**src/rtl/core/bas_pkg.sv**
```systemverilog
// Shared types and constants for the byte ALU.
package bas_pkg;

  localparam int unsigned DATA_W          = 8;
  localparam int unsigned OP_W            = 5;
  localparam int unsigned DIV_STAGES      = 4;
  localparam int unsigned STEPS_PER_STAGE = 2;  // DIV_STAGES * STEPS_PER_STAGE == DATA_W

  typedef enum logic [OP_W-1:0] {
    OP_SADD, OP_SSUB, OP_SMUL, OP_SDIV, OP_SMOD, OP_SINC, OP_SDEC,
    OP_UADD, OP_USUB, OP_UMUL, OP_UDIV, OP_UMOD, OP_UINC, OP_UDEC,
    OP_AND,  OP_OR,   OP_XOR,  OP_XNOR, OP_NAND, OP_NOT,
    OP_SEQ,  OP_SNE,  OP_SGT,  OP_SLT,  OP_SGE,  OP_SLE,
    OP_UEQ,  OP_UNE,  OP_UGT,  OP_ULT,  OP_UGE,  OP_ULE
  } op_t;

  typedef enum logic [4:0] {
    K_ADD, K_SUB, K_MUL, K_DIV, K_MOD, K_INC, K_DEC,
    K_AND, K_OR, K_XOR, K_XNOR, K_NAND, K_NOT,
    K_EQ, K_NE, K_GT, K_LT, K_GE, K_LE
  } kind_t;

  // Decoded item as it sits in the queue.
  typedef struct packed {
    kind_t             kind;
    logic [DATA_W-1:0] a;      // msb flipped for signed compares
    logic [DATA_W-1:0] b;
    logic [DATA_W-1:0] a_mag;  // divider magnitudes
    logic [DATA_W-1:0] b_mag;
    logic              q_neg;
    logic              r_neg;
  } dec_t;

  // Queue head as seen by the back end.
  typedef struct packed {
    logic valid;
    dec_t item;
  } qhead_t;

endpackage

```
**src/rtl/core/bas_front.sv**
```systemverilog
// Front end: takes input beats and decodes the opcode for the queue.
module bas_front (
  input  logic                        in_valid,
  output logic                        in_stall,
  input  logic [bas_pkg::OP_W-1:0]    in_op,
  input  logic [bas_pkg::DATA_W-1:0]  in_operand_a,
  input  logic [bas_pkg::DATA_W-1:0]  in_operand_b,
  input  logic                        q_full,
  output logic                        q_wr,
  output bas_pkg::dec_t               q_item
);

  bas_pkg::kind_t            kind;
  logic                      sgn;
  logic                      is_cmp;
  logic                      flip;
  logic                      a_neg;
  logic                      b_neg;
  logic [bas_pkg::DATA_W-1:0] msb;

  assign msb = {1'b1, {(bas_pkg::DATA_W-1){1'b0}}};

  always_comb begin
    sgn  = 1'b0;
    kind = bas_pkg::K_ADD;
    unique case (bas_pkg::op_t'(in_op))
      bas_pkg::OP_SADD: begin kind = bas_pkg::K_ADD;  sgn = 1'b1; end
      bas_pkg::OP_SSUB: begin kind = bas_pkg::K_SUB;  sgn = 1'b1; end
      bas_pkg::OP_SMUL: begin kind = bas_pkg::K_MUL;  sgn = 1'b1; end
      bas_pkg::OP_SDIV: begin kind = bas_pkg::K_DIV;  sgn = 1'b1; end
      bas_pkg::OP_SMOD: begin kind = bas_pkg::K_MOD;  sgn = 1'b1; end
      bas_pkg::OP_SINC: begin kind = bas_pkg::K_INC;  sgn = 1'b1; end
      bas_pkg::OP_SDEC: begin kind = bas_pkg::K_DEC;  sgn = 1'b1; end
      bas_pkg::OP_UADD: kind = bas_pkg::K_ADD;
      bas_pkg::OP_USUB: kind = bas_pkg::K_SUB;
      bas_pkg::OP_UMUL: kind = bas_pkg::K_MUL;
      bas_pkg::OP_UDIV: kind = bas_pkg::K_DIV;
      bas_pkg::OP_UMOD: kind = bas_pkg::K_MOD;
      bas_pkg::OP_UINC: kind = bas_pkg::K_INC;
      bas_pkg::OP_UDEC: kind = bas_pkg::K_DEC;
      bas_pkg::OP_AND:  kind = bas_pkg::K_AND;
      bas_pkg::OP_OR:   kind = bas_pkg::K_OR;
      bas_pkg::OP_XOR:  kind = bas_pkg::K_XOR;
      bas_pkg::OP_XNOR: kind = bas_pkg::K_XNOR;
      bas_pkg::OP_NAND: kind = bas_pkg::K_NAND;
      bas_pkg::OP_NOT:  kind = bas_pkg::K_NOT;
      bas_pkg::OP_SEQ:  begin kind = bas_pkg::K_EQ; sgn = 1'b1; end
      bas_pkg::OP_SNE:  begin kind = bas_pkg::K_NE; sgn = 1'b1; end
      bas_pkg::OP_SGT:  begin kind = bas_pkg::K_GT; sgn = 1'b1; end
      bas_pkg::OP_SLT:  begin kind = bas_pkg::K_LT; sgn = 1'b1; end
      bas_pkg::OP_SGE:  begin kind = bas_pkg::K_GE; sgn = 1'b1; end
      bas_pkg::OP_SLE:  begin kind = bas_pkg::K_LE; sgn = 1'b1; end
      bas_pkg::OP_UEQ:  kind = bas_pkg::K_EQ;
      bas_pkg::OP_UNE:  kind = bas_pkg::K_NE;
      bas_pkg::OP_UGT:  kind = bas_pkg::K_GT;
      bas_pkg::OP_ULT:  kind = bas_pkg::K_LT;
      bas_pkg::OP_UGE:  kind = bas_pkg::K_GE;
      bas_pkg::OP_ULE:  kind = bas_pkg::K_LE;
      default:          kind = bas_pkg::K_ADD;
    endcase
  end

  assign is_cmp = (kind == bas_pkg::K_EQ) || (kind == bas_pkg::K_NE) ||
                  (kind == bas_pkg::K_GT) || (kind == bas_pkg::K_LT) ||
                  (kind == bas_pkg::K_GE) || (kind == bas_pkg::K_LE);
  // signed compare == unsigned compare with both sign bits inverted
  assign flip   = sgn && is_cmp;
  assign a_neg  = sgn && in_operand_a[bas_pkg::DATA_W-1];
  assign b_neg  = sgn && in_operand_b[bas_pkg::DATA_W-1];

  always_comb begin
    q_item.kind  = kind;
    q_item.a     = flip ? (in_operand_a ^ msb) : in_operand_a;
    q_item.b     = flip ? (in_operand_b ^ msb) : in_operand_b;
    q_item.a_mag = a_neg ? (~in_operand_a + 1'b1) : in_operand_a;
    q_item.b_mag = b_neg ? (~in_operand_b + 1'b1) : in_operand_b;
    q_item.q_neg = a_neg ^ b_neg;
    q_item.r_neg = a_neg;
  end

  assign in_stall = q_full;
  assign q_wr     = in_valid && !q_full;

endmodule

```
**src/rtl/core/bas_queue.sv**
```systemverilog
// Small decoupling queue between front and back end.
module bas_queue #(
  parameter int unsigned DEPTH = 2  // 2..16
) (
  input  logic            clk,
  input  logic            rst_n,
  input  logic            wr,
  input  bas_pkg::dec_t   wr_item,
  output logic            full,
  output bas_pkg::qhead_t head,
  input  logic            pop
);

  localparam int unsigned PW = (DEPTH > 1) ? $clog2(DEPTH) : 1;
  localparam int unsigned CW = $clog2(DEPTH + 1);

  bas_pkg::dec_t   mem_r [DEPTH];
  logic [PW-1:0]   wr_ptr_r, wr_ptr_nxt;
  logic [PW-1:0]   rd_ptr_r, rd_ptr_nxt;
  logic [CW-1:0]   cnt_r, cnt_nxt;

  assign full       = (cnt_r == CW'(DEPTH));
  assign head.valid = (cnt_r != '0);
  assign head.item  = mem_r[rd_ptr_r];

  always_comb begin
    wr_ptr_nxt = wr_ptr_r;
    rd_ptr_nxt = rd_ptr_r;
    if (wr) begin
      wr_ptr_nxt = (wr_ptr_r == PW'(DEPTH-1)) ? '0 : wr_ptr_r + 1'b1;
    end
    if (pop) begin
      rd_ptr_nxt = (rd_ptr_r == PW'(DEPTH-1)) ? '0 : rd_ptr_r + 1'b1;
    end
    unique case ({wr, pop})
      2'b10:   cnt_nxt = cnt_r + 1'b1;
      2'b01:   cnt_nxt = cnt_r - 1'b1;
      default: cnt_nxt = cnt_r;
    endcase
  end

  always_ff @(posedge clk) begin
    if (!rst_n) begin
      wr_ptr_r <= '0;
      rd_ptr_r <= '0;
      cnt_r    <= '0;
    end else begin
      wr_ptr_r <= wr_ptr_nxt;
      rd_ptr_r <= rd_ptr_nxt;
      cnt_r    <= cnt_nxt;
    end
  end

  always_ff @(posedge clk) begin
    if (wr) begin
      mem_r[wr_ptr_r] <= wr_item;
    end
  end

endmodule

```
**src/rtl/core/bas_back.sv**
```systemverilog
// Back end: ALU stage, pipelined restoring divider and output register.
module bas_back (
  input  logic                        clk,
  input  logic                        rst_n,
  input  bas_pkg::qhead_t             head,
  output logic                        pop,
  output logic                        out_valid,
  input  logic                        out_stall,
  output logic [bas_pkg::DATA_W-1:0]  out_result,
  output logic                        out_div_by_zero
);

  localparam int unsigned W = bas_pkg::DATA_W;
  localparam int unsigned S = bas_pkg::DIV_STAGES;

  typedef struct packed {
    logic           valid;
    bas_pkg::kind_t kind;
    logic [W-1:0]   fast;
    logic [W-1:0]   rem;
    logic [W-1:0]   quo;   // dividend shifts out, quotient shifts in
    logic [W-1:0]   den;
    logic           q_neg;
    logic           r_neg;
  } stg_t;

  stg_t          stage_r [S];
  stg_t          stage_nxt [S];
  logic          adv;
  logic [2*W-1:0] prod;
  logic [W-1:0]  fast;
  logic          out_valid_r;
  logic [W-1:0]  out_result_r, out_result_nxt;
  logic          out_dz_r, out_dz_nxt;
  stg_t          last;
  logic          is_div;

  // one restoring step: remainder/dividend pair shifted one bit
  function automatic stg_t div_step(input stg_t s);
    logic [W:0]   shifted;
    logic [W+1:0] diff;
    logic         ge;
    stg_t         r;
    r       = s;
    shifted = {s.rem, s.quo[W-1]};
    diff    = {1'b0, shifted} - {2'b00, s.den};
    ge      = !diff[W+1];
    r.rem   = ge ? diff[W-1:0] : shifted[W-1:0];
    r.quo   = {s.quo[W-2:0], ge};
    return r;
  endfunction

  assign adv = !out_valid_r || !out_stall;
  assign pop = head.valid && adv;
  assign prod = head.item.a * head.item.b;

  always_comb begin
    unique case (head.item.kind)
      bas_pkg::K_ADD:  fast = head.item.a + head.item.b;
      bas_pkg::K_SUB:  fast = head.item.a - head.item.b;
      bas_pkg::K_MUL:  fast = prod[W-1:0];
      bas_pkg::K_INC:  fast = head.item.a + 1'b1;
      bas_pkg::K_DEC:  fast = head.item.a - 1'b1;
      bas_pkg::K_AND:  fast = head.item.a & head.item.b;
      bas_pkg::K_OR:   fast = head.item.a | head.item.b;
      bas_pkg::K_XOR:  fast = head.item.a ^ head.item.b;
      bas_pkg::K_XNOR: fast = ~(head.item.a ^ head.item.b);
      bas_pkg::K_NAND: fast = ~(head.item.a & head.item.b);
      bas_pkg::K_NOT:  fast = ~head.item.a;
      bas_pkg::K_EQ:   fast = W'(head.item.a == head.item.b);
      bas_pkg::K_NE:   fast = W'(head.item.a != head.item.b);
      bas_pkg::K_GT:   fast = W'(head.item.a >  head.item.b);
      bas_pkg::K_LT:   fast = W'(head.item.a <  head.item.b);
      bas_pkg::K_GE:   fast = W'(head.item.a >= head.item.b);
      bas_pkg::K_LE:   fast = W'(head.item.a <= head.item.b);
      default:         fast = '0;  // div and mod come from the divider
    endcase
  end

  always_comb begin
    stg_t s;
    s.valid = head.valid;
    s.kind  = head.item.kind;
    s.fast  = fast;
    s.rem   = '0;
    s.quo   = head.item.a_mag;
    s.den   = head.item.b_mag;
    s.q_neg = head.item.q_neg;
    s.r_neg = head.item.r_neg;
    for (int k = 0; k < S; k++) begin
      if (k != 0) begin
        s = stage_r[k-1];
      end
      for (int j = 0; j < bas_pkg::STEPS_PER_STAGE; j++) begin
        s = div_step(s);
      end
      stage_nxt[k] = s;
    end
  end

  always_ff @(posedge clk) begin
    for (int k = 0; k < S; k++) begin
      if (!rst_n) begin
        stage_r[k].valid <= 1'b0;
      end else if (adv) begin
        stage_r[k] <= stage_nxt[k];
      end
    end
  end

  assign last   = stage_r[S-1];
  assign is_div = (last.kind == bas_pkg::K_DIV) || (last.kind == bas_pkg::K_MOD);

  always_comb begin
    out_dz_nxt     = 1'b0;
    out_result_nxt = last.fast;
    if (is_div) begin
      if (last.den == '0) begin
        out_dz_nxt     = 1'b1;
        out_result_nxt = '0;
      end else if (last.kind == bas_pkg::K_DIV) begin
        out_result_nxt = last.q_neg ? (~last.quo + 1'b1) : last.quo;
      end else begin
        out_result_nxt = last.r_neg ? (~last.rem + 1'b1) : last.rem;
      end
    end
  end

  always_ff @(posedge clk) begin
    if (!rst_n) begin
      out_valid_r <= 1'b0;
    end else if (adv) begin
      out_valid_r <= last.valid;
    end
  end

  always_ff @(posedge clk) begin
    if (adv) begin
      out_result_r <= out_result_nxt;
      out_dz_r     <= out_dz_nxt;
    end
  end

  assign out_valid       = out_valid_r;
  assign out_result      = out_result_r;
  assign out_div_by_zero = out_dz_r;

endmodule

```
**src/rtl/core/byte_alu_signed_unsigned_top.sv**
```systemverilog
// Top level of the byte ALU: front decode, queue, back-end pipeline.
//
//  channel | direction | handshake           | payload
//  --------+-----------+---------------------+-------------------------------------
//  in_     | input     | in_valid / in_stall | in_op, in_operand_a, in_operand_b
//  out_    | output    | out_valid/out_stall | out_result, out_div_by_zero
//
//  One beat per cycle sustained, in and out, while out_stall stays low; no beat
//  depends on an earlier one. A taken beat is written to the queue, enters the
//  back end when popped, walks the four divider stages (two quotient bits each)
//  and is then captured in the output register, which raises out_valid.
//  Every beat uses the same path, so results leave in input order.
//  rst_n is synchronous; it empties the queue and clears all valid bits.
//  out_stall freezes the whole back end while out_valid is high; the queue then fills and raises in_stall.
module byte_alu_signed_unsigned_top #(
  parameter int unsigned QUEUE_DEPTH = 2  // 2..16 entries
) (
  input  logic                        clk,
  input  logic                        rst_n,
  input  logic                        in_valid,
  output logic                        in_stall,
  input  logic [bas_pkg::OP_W-1:0]    in_op,
  input  logic [bas_pkg::DATA_W-1:0]  in_operand_a,
  input  logic [bas_pkg::DATA_W-1:0]  in_operand_b,
  output logic                        out_valid,
  input  logic                        out_stall,
  output logic [bas_pkg::DATA_W-1:0]  out_result,
  output logic                        out_div_by_zero
);

  logic            q_full;
  logic            q_wr;
  logic            q_pop;
  bas_pkg::dec_t   q_item;
  bas_pkg::qhead_t q_head;

  // decode; stalls only on a full queue
  bas_front u_front (
    .in_valid     (in_valid),
    .in_stall     (in_stall),
    .in_op        (in_op),
    .in_operand_a (in_operand_a),
    .in_operand_b (in_operand_b),
    .q_full       (q_full),
    .q_wr         (q_wr),
    .q_item       (q_item)
  );

  bas_queue #(
    .DEPTH (QUEUE_DEPTH)
  ) u_queue (
    .clk     (clk),
    .rst_n   (rst_n),
    .wr      (q_wr),
    .wr_item (q_item),
    .full    (q_full),
    .head    (q_head),
    .pop     (q_pop)
  );

  // execution pipeline; advances whenever the output register can move
  bas_back u_back (
    .clk             (clk),
    .rst_n           (rst_n),
    .head            (q_head),
    .pop             (q_pop),
    .out_valid       (out_valid),
    .out_stall       (out_stall),
    .out_result      (out_result),
    .out_div_by_zero (out_div_by_zero)
  );

  // a divide-by-zero beat always carries a zero result
  assert property (@(posedge clk) disable iff (!rst_n)
    (out_valid && out_div_by_zero) |-> (out_result == '0))
    else $error("div_by_zero beat with nonzero result");

  // a full queue must have a head entry
  assert property (@(posedge clk) disable iff (!rst_n)
    in_stall |-> q_head.valid)
    else $error("queue full but head empty");

  // back end drains the queue whenever it is not blocked downstream
  assert property (@(posedge clk) disable iff (!rst_n)
    (q_head.valid && !(out_valid && out_stall)) |-> q_pop)
    else $error("queue head not taken by idle back end");

  // nothing is popped from an empty queue
  assert property (@(posedge clk) disable iff (!rst_n)
    q_pop |-> q_head.valid)
    else $error("pop from empty queue");

endmodule
```
**config.mk**
```make
export PLATFORM = sky130hd
export DESIGN_NAME = byte_alu_signed_unsigned_top
export DESIGN_NICKNAME = d
export VERILOG_FILES = /design/src/rtl/core/bas_pkg.sv /design/src/rtl/core/bas_front.sv /design/src/rtl/core/bas_queue.sv /design/src/rtl/core/bas_back.sv /design/src/rtl/core/byte_alu_signed_unsigned_top.sv
export SDC_FILE = /design/constraint.sdc
export NUM_CORES = 1
export LEC_CHECK = 0
export CORE_AREA = 8 8 231 233
export CTS_CLUSTER_DIAMETER = 50
export DETAILED_ROUTE_END_ITERATION = 7
export DIE_AREA = 0 0 239 241
export DONT_BUFFER_PORTS = 1
export HOLD_SLACK_MARGIN = 0.1
export MAX_ROUTING_LAYER = met4
export PLACE_DENSITY = 0.4
export SLEW_MARGIN = 20
export SYNTH_ARGS = -nofsm -noshare
export SYNTH_HDL_FRONTEND = slang
export SYNTH_SLANG_ARGS = --single-unit
```
**constraint.sdc**
```tcl
create_clock -name clk -period 10.15 [get_ports clk]
set_input_delay 3.045 -clock clk [delete_from_list [all_inputs] [get_ports clk]]
set_output_delay 3.045 -clock clk [all_outputs]
set_load 0.01 [all_outputs]
```
* Word-level counts from Yosys, hierarchy flattened
Memories as Yosys holds them, arrays and structs flattened. A register that Yosys moved wholly into a read port is not among the register bits.
Cells that the tools add are included.
** Word-level totals
- Bits in read-only memories :: 0
- Output and inout port bits :: 11
- Input bits :: 25
- Word-level logic and storage cells :: 188
- Latch bits :: 0
- Bits in registers :: 14
- RAM bits :: 238
- Memories kept :: 2
** Memories
- u_back.stage_r :: words 4, width 40, read ports 4, clocked after Yosys merged registers in 0, wr ports 4, RTL line bas_back.sv:27 : stg_t stage_r [S];
- u_queue.mem_r :: words 2, width 39, read ports 1, clocked after Yosys merged registers in 1, wr ports 1, RTL line bas_queue.sv:17 : bas_pkg::dec_t mem_r [DEPTH];
** Cells by class
- Div/mod/pow operators :: 0
- Shifts and indexed selects :: 0
- Equality and inequality tests :: 60
- Mux-type cells :: 36
- Multiply operators :: 1
- Magnitude comparators :: 4
- Add/sub/neg operators :: 20
- Bitwise logic cells :: 17
- Reduce and logical (&&, ||, !) cells :: 42
** Operator list (number)
- two-way mux 8 bit :: 17
- case mux 8 bit (17 select lines) :: 1
- == test 5 bit, second input constant :: 22
- == test 5 x 4 -> 1 bit, second input constant :: 19
- case mux 5 bit (19 select lines) :: 1
- subtractor 9 x 8 -> 10 bit :: 7
- inverter 8 bit :: 7
- adder 8 x 1 -> 8 bit, second input constant :: 5
- == test 5 x 3 -> 1 bit, second input constant :: 8
- OR reduction 2 bit :: 13
- == test 5 x 2 -> 1 bit, second input constant :: 4
- two-way mux 1 bit :: 16
- OR reduction 13 bit :: 1
- zero test 1 bit :: 11
- == test 5 x 1 -> 1 bit, second input constant :: 2
- zero test 5 bit :: 2
- subtractor 1 x 8 -> 9 bit :: 1
- adder 8 bit :: 1
- AND 8 bit :: 1
- == test 8 bit :: 1
- greater-or-equal comparator 8 bit :: 1
- > comparator 8 bit :: 1
- <= comparator 8 bit :: 1
- zero test 8 bit :: 1
- 19 further kinds :: 36

* Depth between registers and ports, before layout
Gate-level depths: netlist of the first run.
- Depth after elaboration :: 11
- Depth in mapped cells :: 23
- Gate-level depth less buffers :: 19

* Hierarchy
A second synthesis of the first run with hierarchy kept.
** Second synthesis, totals
- Cell total of the unflattened synthesis :: 1292
- Area, all modules :: 15056.9 um^2
** Modules (own cells, without submodules)
- bas_back :: seq. area each 5084.9 um^2, cells an instance 1034, times used 1, area each 11247.0 um^2
- bas_queue :: seq. area each 2442.3 um^2, cells an instance 143, times used 1, area each 3025.4 um^2
- bas_front :: seq. area each 0.0 um^2, cells an instance 115, times used 1, area each 784.5 um^2

* Worst setup path before layout of the first run
OpenSTA, ideal clock, no wires.
- Path type :: input-to-reg
- Start point :: input out_stall
- End point :: memory u_back.stage_r[0][0] (netlist bit), enable pin
- Path buffers :: 0
- Slack :: 2.647 ns
- Data required time :: 9.616 ns
- Stages on the path :: 2
- Library setup time :: 0.534 ns
- Data arrival time :: 6.970 ns
- Cells stage by stage :: nand2_1 > and2_1
** RTL lines
- start, declared :: RTL line byte_alu_signed_unsigned_top.sv:26 : input logic out_stall,
- end, declared :: RTL line bas_back.sv:27

==> results of run 1 <==
critical path: stages, from the launching register on:
cell and delay, ns:
dfxtp_2 0.71, buf_4 0.59, mux2i_1 0.31, inv_1 0.18
nand2_1 0.09, fa_1 0.47, fa_1 0.55, inv_1 0.05
fa_1 0.47, inv_1 0.06, fa_1 0.54, inv_1 0.05
ha_1 0.31, a21oi_1 0.16, xnor2_1 0.17, xnor3_1 0.41
a221oi_1 0.28, o211ai_1 0.13
area by class of cell:
class	count	area (um^2)	area share, %
multi-input combinational	863	6638	39.74
timing repair buffer	10	75.07	0.4495
clock inverter	24	257.7	1.543
tap	672	840.8	5.034
clock buffer	42	965.9	5.784
antenna	2	5.005	0.02997
sequential	249	7408	44.36
inverter	136	510.5	3.057
Yosys cell counts (9+ instances only):
master,number,area [um^2]
a21boi_0,9,67.56
a21o_1,9,67.56
a21oi_1,66,330.3
a22o_1,9,78.83
and2_1,11,68.82
clkbuf_1,14,52.55
edfxtp_1,242,7267
fa_1,21,420.4
ha_1,111,1389
inv_1,136,510.5
mux2_2,41,461.7
mux2i_1,30,300.3
nand2_1,75,281.5
nand2b_1,14,87.58
nand3_1,10,50.05
nor2_1,87,326.6
nor2b_1,23,143.9
nor3_1,32,160.2
nor4_1,11,68.82
o211ai_1,10,75.07
o21a_1,17,127.6
o21ai_0,64,320.3
o22ai_1,13,81.33
o31ai_1,10,75.07
xnor2_1,55,481.7
xor2_1,29,254.0
power by group through the flow:
stage | Clock [uW] | Sequential [uW] | Combinational (uW)
after detailed placement | 0 | 1640 | 2900
after global placement | 0 | 1640 | 2890
final | 1250 | 1610 | 2890
after floorplan | 0 | 1580 | 2260
after CTS | 1290 | 1620 | 2930
after global routing | 1330 | 1640 | 3260
kinds of logic after synthesis:
family / synth area share [%]
AND/OR/NAND/NOR: 9.867
AO/OA/AOI/OAI: 11.99
flip-flops: 50.49
buffers and inverters: 4.400
adder cells (fa/ha/maj): 12.33
XOR/XNOR: 5.168
multiplexers: 5.731
other: 0.02556
registers in the layout, summed over array words and instances (netlist names), named ones only:
register and flops:
u_back.out_div_by_zero 1, u_back.out_result 8, u_back.out_valid 1, u_back.stage_r 160, u_queue.cnt_r 2, u_queue.mem_r 74
u_queue.rd_ptr_r 1, u_queue.wr_ptr_r 1
per-layer routing:
metal  wire length [um]  vias up
met5                  0        -
met4                918        0
met2              14900      144
met3               1533       58
li1                   -     4674
met1              16560     4407
metrics by stage:
stage | instance area, um^2 | cells
after floorplan | 14680 | 1274
after global placement | 15470 | 1930
after detailed placement | 15470 | 1930
after CTS | 16700 | 1996
after global routing | 16700 | 1998
final | 16700 | 1998
worst paths after layout:
check	depth (start not counted)	slack [ns]	start	endpoint
worst max-delay path	17	4.36	flop	u_back.stage_r[0][33]$_DFFE_PP_
worst min-delay path	0	0.41	u_back.stage_r[0][1]$_DFFE_PP_	u_back.stage_r[1][1]$_DFFE_PP_
worst max register to register	17	4.36	flop	u_back.stage_r[0][33]$_DFFE_PP_
worst min register to register	0	0.41	u_back.stage_r[0][1]$_DFFE_PP_	u_back.stage_r[1][1]$_DFFE_PP_
==> results.json, run 1 <==
{
  "cts_buffers": 37,
  "combPwrFrac_pct": 50.3,
  "path_max_fanout": 43,
  "ios": 36,
  "slew_violations": 0,
  "grt_start_max_net_pins": 81,
  "seqPwrFrac_pct": 28.0,
  "clk_pin_slew_ns": 0.06,
  "postCtsHoldBufs": 0,
  "met1_usage_pct": 15.56,
  "synth-edff-count": 242,
  "grt_antenna_before_repair": 1,
  "period_share_pct": 57.08,
  "slew_headroom_pct": 32.70,
  "post_cts_resized": 0,
  "area_growth_pct": 13.83,
  "postCtsSetupBuffers": 0,
  "fp.dieH_um": 241,
  "grt_first_pass_wirelength_um": 53200,
  "start_kind": "flop",
  "drt-initial-drc-count": 479,
  "hpwlAfterDp_um": 25840,
  "die_area_um2": 57600,
  "arrival_ns": 6.06,
  "htreeDepth": 2,
  "fin_tns_setup_ns": 0,
  "powerDensity_nw_per_um2": 344.6,
  "syn_area_um2": 14670,
  "clk_latency_ns": 0.54,
  "worst_hold_path_type": "reg2reg",
  "fin_hold_ws_ns": 0.4136,
  "chipWidth_um": 239,
  "grt_overflow": 0,
  "setup_viol": 0,
  "gr-usage-met2_pct": 18.64,
  "fin_util_pct": 33.63,
  "routed_wl_um": 33910,
  "routedWlPerCell_um": 16.97,
  "path_class": "reg2reg",
  "global_route.usage.met3_pct": 2.603,
  "ys_ff_latch": 249,
  "ys_warn_count": 0,
  "fillers": 5017,
  "required_ns": 10.42,
  "gp_congestion": 0.8329,
  "postSynthCellCount": 1272,
  "drc": 0,
  "cts_sinks": 249,
  "synth_ff_type": "edfxtp_1",
  "finClkSkew_ns": 0.01856,
  "maxCapViolations": 0,
  "fin_total_pwr_uw": 5755,
  "final_cell_mix": "242 x edfxtp_1, 136 x inv_1, 111 x ha_1",
  "async_flop_share_pct": 0,
  "period_minus_slack_ns": 5.794,
  "rows": 82,
  "power.leakage_uw": 0.006483,
  "track_usage_pct": 12.11,
  "p_switching_uw": 2183,
  "synth_cell_type_count": 71,
  "cts_tree": "done",
  "internal_power_uw": 3573,
  "grt_pass1_vias": 9521,
  "core_area_um2": 49660,
  "final_common_cell": "edfxtp_1",
  "syn_avg_cell_area_um2": 11.53,
  "nets": 1454,
  "busiest_layer": "met2",
  "io_buffers": 0,
  "start_util_pct": 29.55,
  "setup.worst_path.end_class": "flop",
  "postRouteAntennaNets": 0,
  "drt_first_pass_iters": 5,
  "status": "finished clean",
  "hold_viol": 0,
  "viasPerCell": 4.646,
  "final_layout_size_suffix_gt1_share_pct": 9.441,
  "worst_slack_ns": 4.356,
  "via_count": 9283,
  "rsz0062_at_grt": "no",
  "dp_slack_ns": 4.334,
  "clockPowerShare_pct": 21.7,
  "seq_area_frac_synth_pct": 50.49,
  "sw_frac_of_total_pct": 37.93,
  "irDropWorstVdd_mv": 0.1874,
  "cts_root_buffer": "clkbuf_16",
  "clk_path_buf_depth": 3,
  "worstMarginPinSlew_ns": 1.009,
  "fmax_ghz": 0.1726
}
Power figures use the tool's default switching activity.
==> inputs of run 2 (changes only) <==
- clock period: 10.15 -> 5.48 ns (I/O delays scaled with it)
==> results.json, run 2 (synthesized netlist as in run 1, its figures left out) <==
{
  "status": "finished clean",
  "slowest_delay_ns": 0.57,
  "irDropWorstVdd_mv": 0.3318,
  "routed_wl_um": 33870,
  "path_buf_inv": 4,
  "post_cts_resized": 0,
  "setup_viol": 0,
  "largest_reg_flops": 160,
  "path_class": "reg2reg",
  "io_buffers": 0,
  "rows": 82,
  "clk_pin_slew_ns": 0.06,
  "top_register": "u_back.stage_r",
  "clockPowerShare_pct": 20.6,
  "slew_violations": 0,
  "drc": 0,
  "die_area_um2": 57600,
  "hold_viol": 0,
  "path_cells": "mux2i_1, inv_1, nand2_1, fa_1, fa_1, inv_1, fa_1, inv_1, fa_1, inv_1, ha_1, a21oi_1, xnor2_1, xnor3_1, a221oi_1, o211ai_1",
  "cts_buffers": 35,
  "power.leakage_uw": 0.006537,
  "final_cell_mix": "242 x edfxtp_1, 136 x inv_1, 111 x ha_1",
  "track_usage_pct": 12.29,
  "cts_tree": "done",
  "p_switching_uw": 4014,
  "dp.cells": 1949,
  "worst_hold_path_type": "reg2reg",
  "fin_cells": 2014,
  "start_kind": "flop",
  "period_minus_slack_ns": 5.061,
  "core_area_um2": 49660,
  "grt_start_max_net_pins": 60,
  "slew_headroom_pct": 38.17,
  "fp.dieH_um": 241,
  "required_ns": 5.74,
  "drt-initial-drc-count": 416,
  "hpwlAfterDp_um": 26070,
  "fin_tns_setup_ns": 0,
  "cts_sinks": 249,
  "fmax_ghz": 0.1976,
  "clk_latency_ns": 0.54,
  "grt_antenna_before_repair": 0,
  "grt_first_pass_wirelength_um": 54160,
  "via_count": 9438,
  "combPwrFrac_pct": 51.2,
  "crit_family": "adder cells",
  "ios": 36,
  "rsz0062_at_grt": "no",
  "arrival_ns": 5.32,
  "viasPerCell": 4.686,
  "period_share_pct": 92.35,
  "start_util_pct": 29.55,
  "htreeDepth": 2,
  "cpMaxStageDelayCell": "dfxtp_2",
  "postCtsSetupBuffers": 0,
  "setup.worst_path.end_class": "flop",
  "final_layout_size_suffix_gt1_share_pct": 10.74,
  "area_growth_pct": 14.32,
  "routedWlPerCell_um": 16.82,
  "worstMarginPinSlew_ns": 0.9245,
  "postCtsHoldBufs": 0,
  "sw_frac_of_total_pct": 37.99,
  "cts_root_buffer": "clkbuf_16",
  "maxCapViolations": 0,
  "fin_hold_ws_ns": 0.4051,
  "finClkSkew_ns": 0.02503,
  "powerDensity_nw_per_um2": 629.9,
  "path_max_fanout": 21,
  "grt_pass1_vias": 9676,
  "drt_first_pass_iters": 5,
  "final_common_cell": "edfxtp_1",
  "gp_congestion": 0.8836,
  "grt_overflow": 0,
  "nets": 1471,
  "clk_path_buf_depth": 3,
  "internal_power_uw": 6551,
  "seqPwrFrac_pct": 28.2,
  "postRouteAntennaNets": 0,
  "chipWidth_um": 239
}
[run 2: metal layers]
| layer | up-vias | track usage (%) | wire (um) |
|---|---|---|---|
| met3 | 62 | 2.535 | 1523 |
| li1 | 4721 | - | - |
| met5 | - | - | 0 |
| met1 | 4484 | 15.59 | 16150 |
| met2 | 171 | 19.35 | 15330 |
| met4 | 0 | 4.402 | 862 |
[run 2: worst paths after layout]
check / start / to / slack, ns / cells past startpoint
setup / recovery: flop / u_back.stage_r[0][33]$_DFFE_PP_ / 0.42 / 16
hold reg to reg: u_back.stage_r[1][1]$_DFFE_PP_ / u_back.stage_r[2][1]$_DFFE_PP_ / 0.41 / 0
hold / removal: u_back.stage_r[1][1]$_DFFE_PP_ / u_back.stage_r[2][1]$_DFFE_PP_ / 0.41 / 0
setup reg to reg: flop / u_back.stage_r[0][33]$_DFFE_PP_ / 0.42 / 16
[run 2: cell type report]
cell class                      count  area [um^2]
Clock inverter                     25        230.2
Sequential cell                   249         7408
Inverter                          136        510.5
Tap cell                          672        840.8
Clock buffer                       39        912.1
Antenna cell                        1        2.502
Fill cell                        5027        32890
Timing Repair Buffer               29        230.2
Multi-Input combinational cell    863         6638
[run 2: power by group through the flow]
stage | Clock [uW] | Combinational (uW) | Sequential, uW
after global placement | 0 | 5420 | 3020
after global routing | 2340 | 6130 | 3030
final | 2180 | 5410 | 2980
after CTS | 2260 | 5500 | 2990
after floorplan | 0 | 4180 | 2920
after detailed placement | 0 | 5440 | 3020
[run 2: stage by stage]
stage / worst slack, ns / util [%] / total power [uW] / instance area [um^2]
5_1_grt: 0.09216 / 33.77 / 11500 / 16770
4_1_cts: 0.4564 / 33.77 / 10750 / 16770
3_3_place_gp: 0.5153 / 31.47 / 8442 / 15630
3_5_place_dp: 0.4697 / 31.47 / 8463 / 15630
2_1_floorplan: 0.1793 / - / 7101 / 14680
6_report: 0.4191 / 33.78 / 10560 / 16770
[run 2: worst reg2reg max path: cells and delay by family, from the launching register on]
kind | cells | cell delay [ns]
adder cells (fa/ha/maj) | 5 | 2.30
AO/OA/AOI/OAI | 3 | 0.59
flip-flops | 1 | 0.57
XOR/XNOR | 2 | 0.55
buffers and inverters | 4 | 0.35
multiplexers | 1 | 0.32
AND/OR/NAND/NOR | 1 | 0.10
==> inputs of run 3 (changes only) <==
- ABC_AREA: unset -> 1
- CORE_AREA: 8 8 231 233 -> 8 8 232 234
- DIE_AREA: 0 0 239 241 -> 0 0 240 242
- HOLD_SLACK_MARGIN: 0.1 -> 0.12
==> results.json, run 3 <==
{
  "status": "finished clean",
  "fin_hold_ws_ns": 0.4068,
  "drt_first_pass_iters": 5,
  "combPwrFrac_pct": 52.0,
  "start_kind": "flop",
  "track_usage_pct": 12.82,
  "holdPathEnd": "u_back.stage_r[2][13]$_DFFE_PP_",
  "clk_latency_ns": 0.56,
  "irDropWorstVdd_mv": 0.2420,
  "hold_viol": 0,
  "via_count": 10405,
  "drc": 0,
  "path_buf_inv": 6,
  "setup.worst_path.end_class": "flop",
  "start_util_pct": 29.42,
  "yosysTopAreaCell": "edfxtp_1",
  "grt_pass1_vias": 10548,
  "worst_hold_path_type": "reg2reg",
  "cpMaxStageDelayCell": "fa_1",
  "worst_slack_ns": 1.059,
  "postSynthCellCount": 1569,
  "hp-start": "u_back.stage_r[1][11]$_DFFE_PP_",
  "nets": 1764,
  "post_cts_resized": 0,
  "r2r_end": "u_back.stage_r[0][33]$_DFFE_PP_",
  "sw_frac_of_total_pct": 43.14,
  "synth_ff_type": "edfxtp_1",
  "syn_avg_cell_area_um2": 9.463,
  "seqPwrFrac_pct": 25.9,
  "fillers": 5257,
  "synth-edff-count": 242,
  "rows": 83,
  "ios": 36,
  "slew_violations": 0,
  "ys_ff_latch": 249,
  "final_layout_size_suffix_gt1_share_pct": 8.542,
  "dp_slack_ns": 1.058,
  "grt_first_pass_wirelength_um": 57330,
  "path_max_fanout": 24,
  "grt_overflow": 0,
  "cts_root_buffer": "clkbuf_16",
  "path_class": "reg2reg",
  "maxCapViolations": 0,
  "fp.dieH_um": 242,
  "crit_family": "adder cells",
  "final_common_cell": "nand2_1",
  "die_area_um2": 58080,
  "p_switching_uw": 5065,
  "rr_worst_depth": 19,
  "cts_tree": "done",
  "cts_buffers": 40,
  "fin_total_pwr_uw": 11740,
  "period_minus_slack_ns": 4.421,
  "syn_area_um2": 14850,
  "clk_path_buf_depth": 3,
  "ys_warn_count": 0,
  "path_cells": "buf_4, nand2_1, nand2_1, inv_1, buf_4, nand2_1, fa_1, fa_1, inv_1, fa_1, inv_1, fa_1, inv_1, ha_1, o21ai_0, and2_1, nand3_1, nand3_1, nand2_1",
  "diodes": 0,
  "fin_tns_setup_ns": 0,
  "cts_sinks": 249,
  "hpwlAfterDp_um": 27760,
  "seq_area_frac_synth_pct": 49.89,
  "slowest_delay_ns": 0.56,
  "postCtsHoldBufs": 0,
  "period_share_pct": 80.67,
  "chipWidth_um": 240,
  "clockPowerShare_pct": 22.0,
  "postCtsSetupBuffers": 0,
  "top_register": "u_back.stage_r",
  "synthDominantCellAreaShare_pct": 48.94,
  "slew_headroom_pct": 41.37,
  "grt_antenna_before_repair": 0,
  "arrival_ns": 4.71,
  "yosysMostFrequentCell": "nand2_1",
  "power.leakage_uw": 0.007452,
  "worstMarginPinSlew_ns": 0.8702,
  "drt-initial-drc-count": 608,
  "grt_start_max_net_pins": 54,
  "postRouteAntennaNets": 0,
  "area_growth_pct": 15.42,
  "synth.top_cells.by_count": "318 x nand2_1, 249 x inv_1, 242 x edfxtp_1",
  "synth.area.top_cells": "edfxtp_1 49%, ha_1 9.4%, nand2_1 8.0%, inv_1 6.3%, a21oi_1 3.6%",
  "final_cell_mix": "318 x nand2_1, 249 x inv_1, 242 x edfxtp_1",
  "synth_cell_type_count": 57,
  "gp_congestion": 0.8972,
  "internal_power_uw": 6676,
  "viasPerCell": 4.487,
  "setup_viol": 0,
  "powerDensity_nw_per_um2": 685.1,
  "htreeDepth": 2,
  "routed_wl_um": 35880,
  "async_flop_share_pct": 0,
  "largest_reg_flops": 160,
  "core_area_um2": 50470,
  "routedWlPerCell_um": 15.47,
  "fin_cells": 2319,
  "r2r_slack_ns": 1.06,
  "clk_pin_slew_ns": 0.06,
  "whs_path_depth": 0,
  "dp.cells": 2245,
  "finClkSkew_ns": 0.03158,
  "fmax_ghz": 0.2262,
  "io_buffers": 0,
  "rsz0062_at_grt": "no",
  "required_ns": 5.77
}
==> run 3: cell count changes after synthesis, sizes merged, moves of 30 or more <==
cell   previous run  this run
nor2             87       121
nand2            75       331
mux2             42         1
a21oi            66       108
inv             136       261
xnor2            55        19
o21ai            69       101
nand3            10        77
mux2i            33         3
==> run 3: how the worst max path moves through the flow <==
stage / cells past startpoint / endpoint / from / slack, ns
finish: 19 / u_back.stage_r[0][33]$_DFFE_PP_ / flop / 1.06
global route: 19 / u_back.stage_r[0][33]$_DFFE_PP_ / flop / 0.76
CTS: 19 / u_back.stage_r[0][33]$_DFFE_PP_ / flop / 1.05
detailed placement: 19 / u_back.stage_r[0][33]$_DFFE_PP_ / flop / 1.06
global placement: 19 / u_back.stage_r[0][33]$_DFFE_PP_ / flop / 1.11
floorplan: 5 / u_back.stage_r[0][39]$_DFFE_PP_ / out_stall / 0.54
==> run 3: area by class of cell <==
cell class	instances	area (um^2)	area share, %
repair buffers	13	135.1	0.7885
clock buffers	47	1059	6.177
well taps	680	850.8	4.965
multi-input cells	1040	6352	37.07
clock inverters	27	340.3	1.986
inverters	263	992.2	5.790
flip-flops and latches	249	7408	43.23
==> run 3: power groups by stage <==
stage                     registers (uW)  logic, uW  clock network, uW
final                               3040       6110               2590
after global routing                3090       7130               2760
after CTS                           3050       6180               2680
after detailed placement            3090       6130                  0
after global placement              3090       6140                  0
after floorplan                     2990       4790                  0
==> run 3: metal layers <==
metal	share of wire (%)	track usage, %
met5	0	-
met4	2.7	4.640
met3	4.4	2.775
met2	45	19.93
met1	48	16.29
==> run 3: cells by family after synthesis <==
| kind of cell | count (synthesis) | share of synthesized area [%] |
|---|---|---|
| other cells | 1 | 0.02526 |
| buf+inv | 282 | 7.534 |
| simple gates | 585 | 16.87 |
| mux | 4 | 0.2781 |
| xor+xnor | 52 | 3.067 |
| flops | 249 | 49.89 |
| compound gates | 264 | 10.15 |
| fa+ha+maj | 132 | 12.19 |
==> run 3: through the flow <==
step / utilization (%) / cell area, um^2
finish: 33.96 / 17140
CTS: 33.96 / 17140
floorplan: - / 14860
global route: 33.96 / 17140
detailed placement: 31.18 / 15740
global placement: 31.18 / 15740
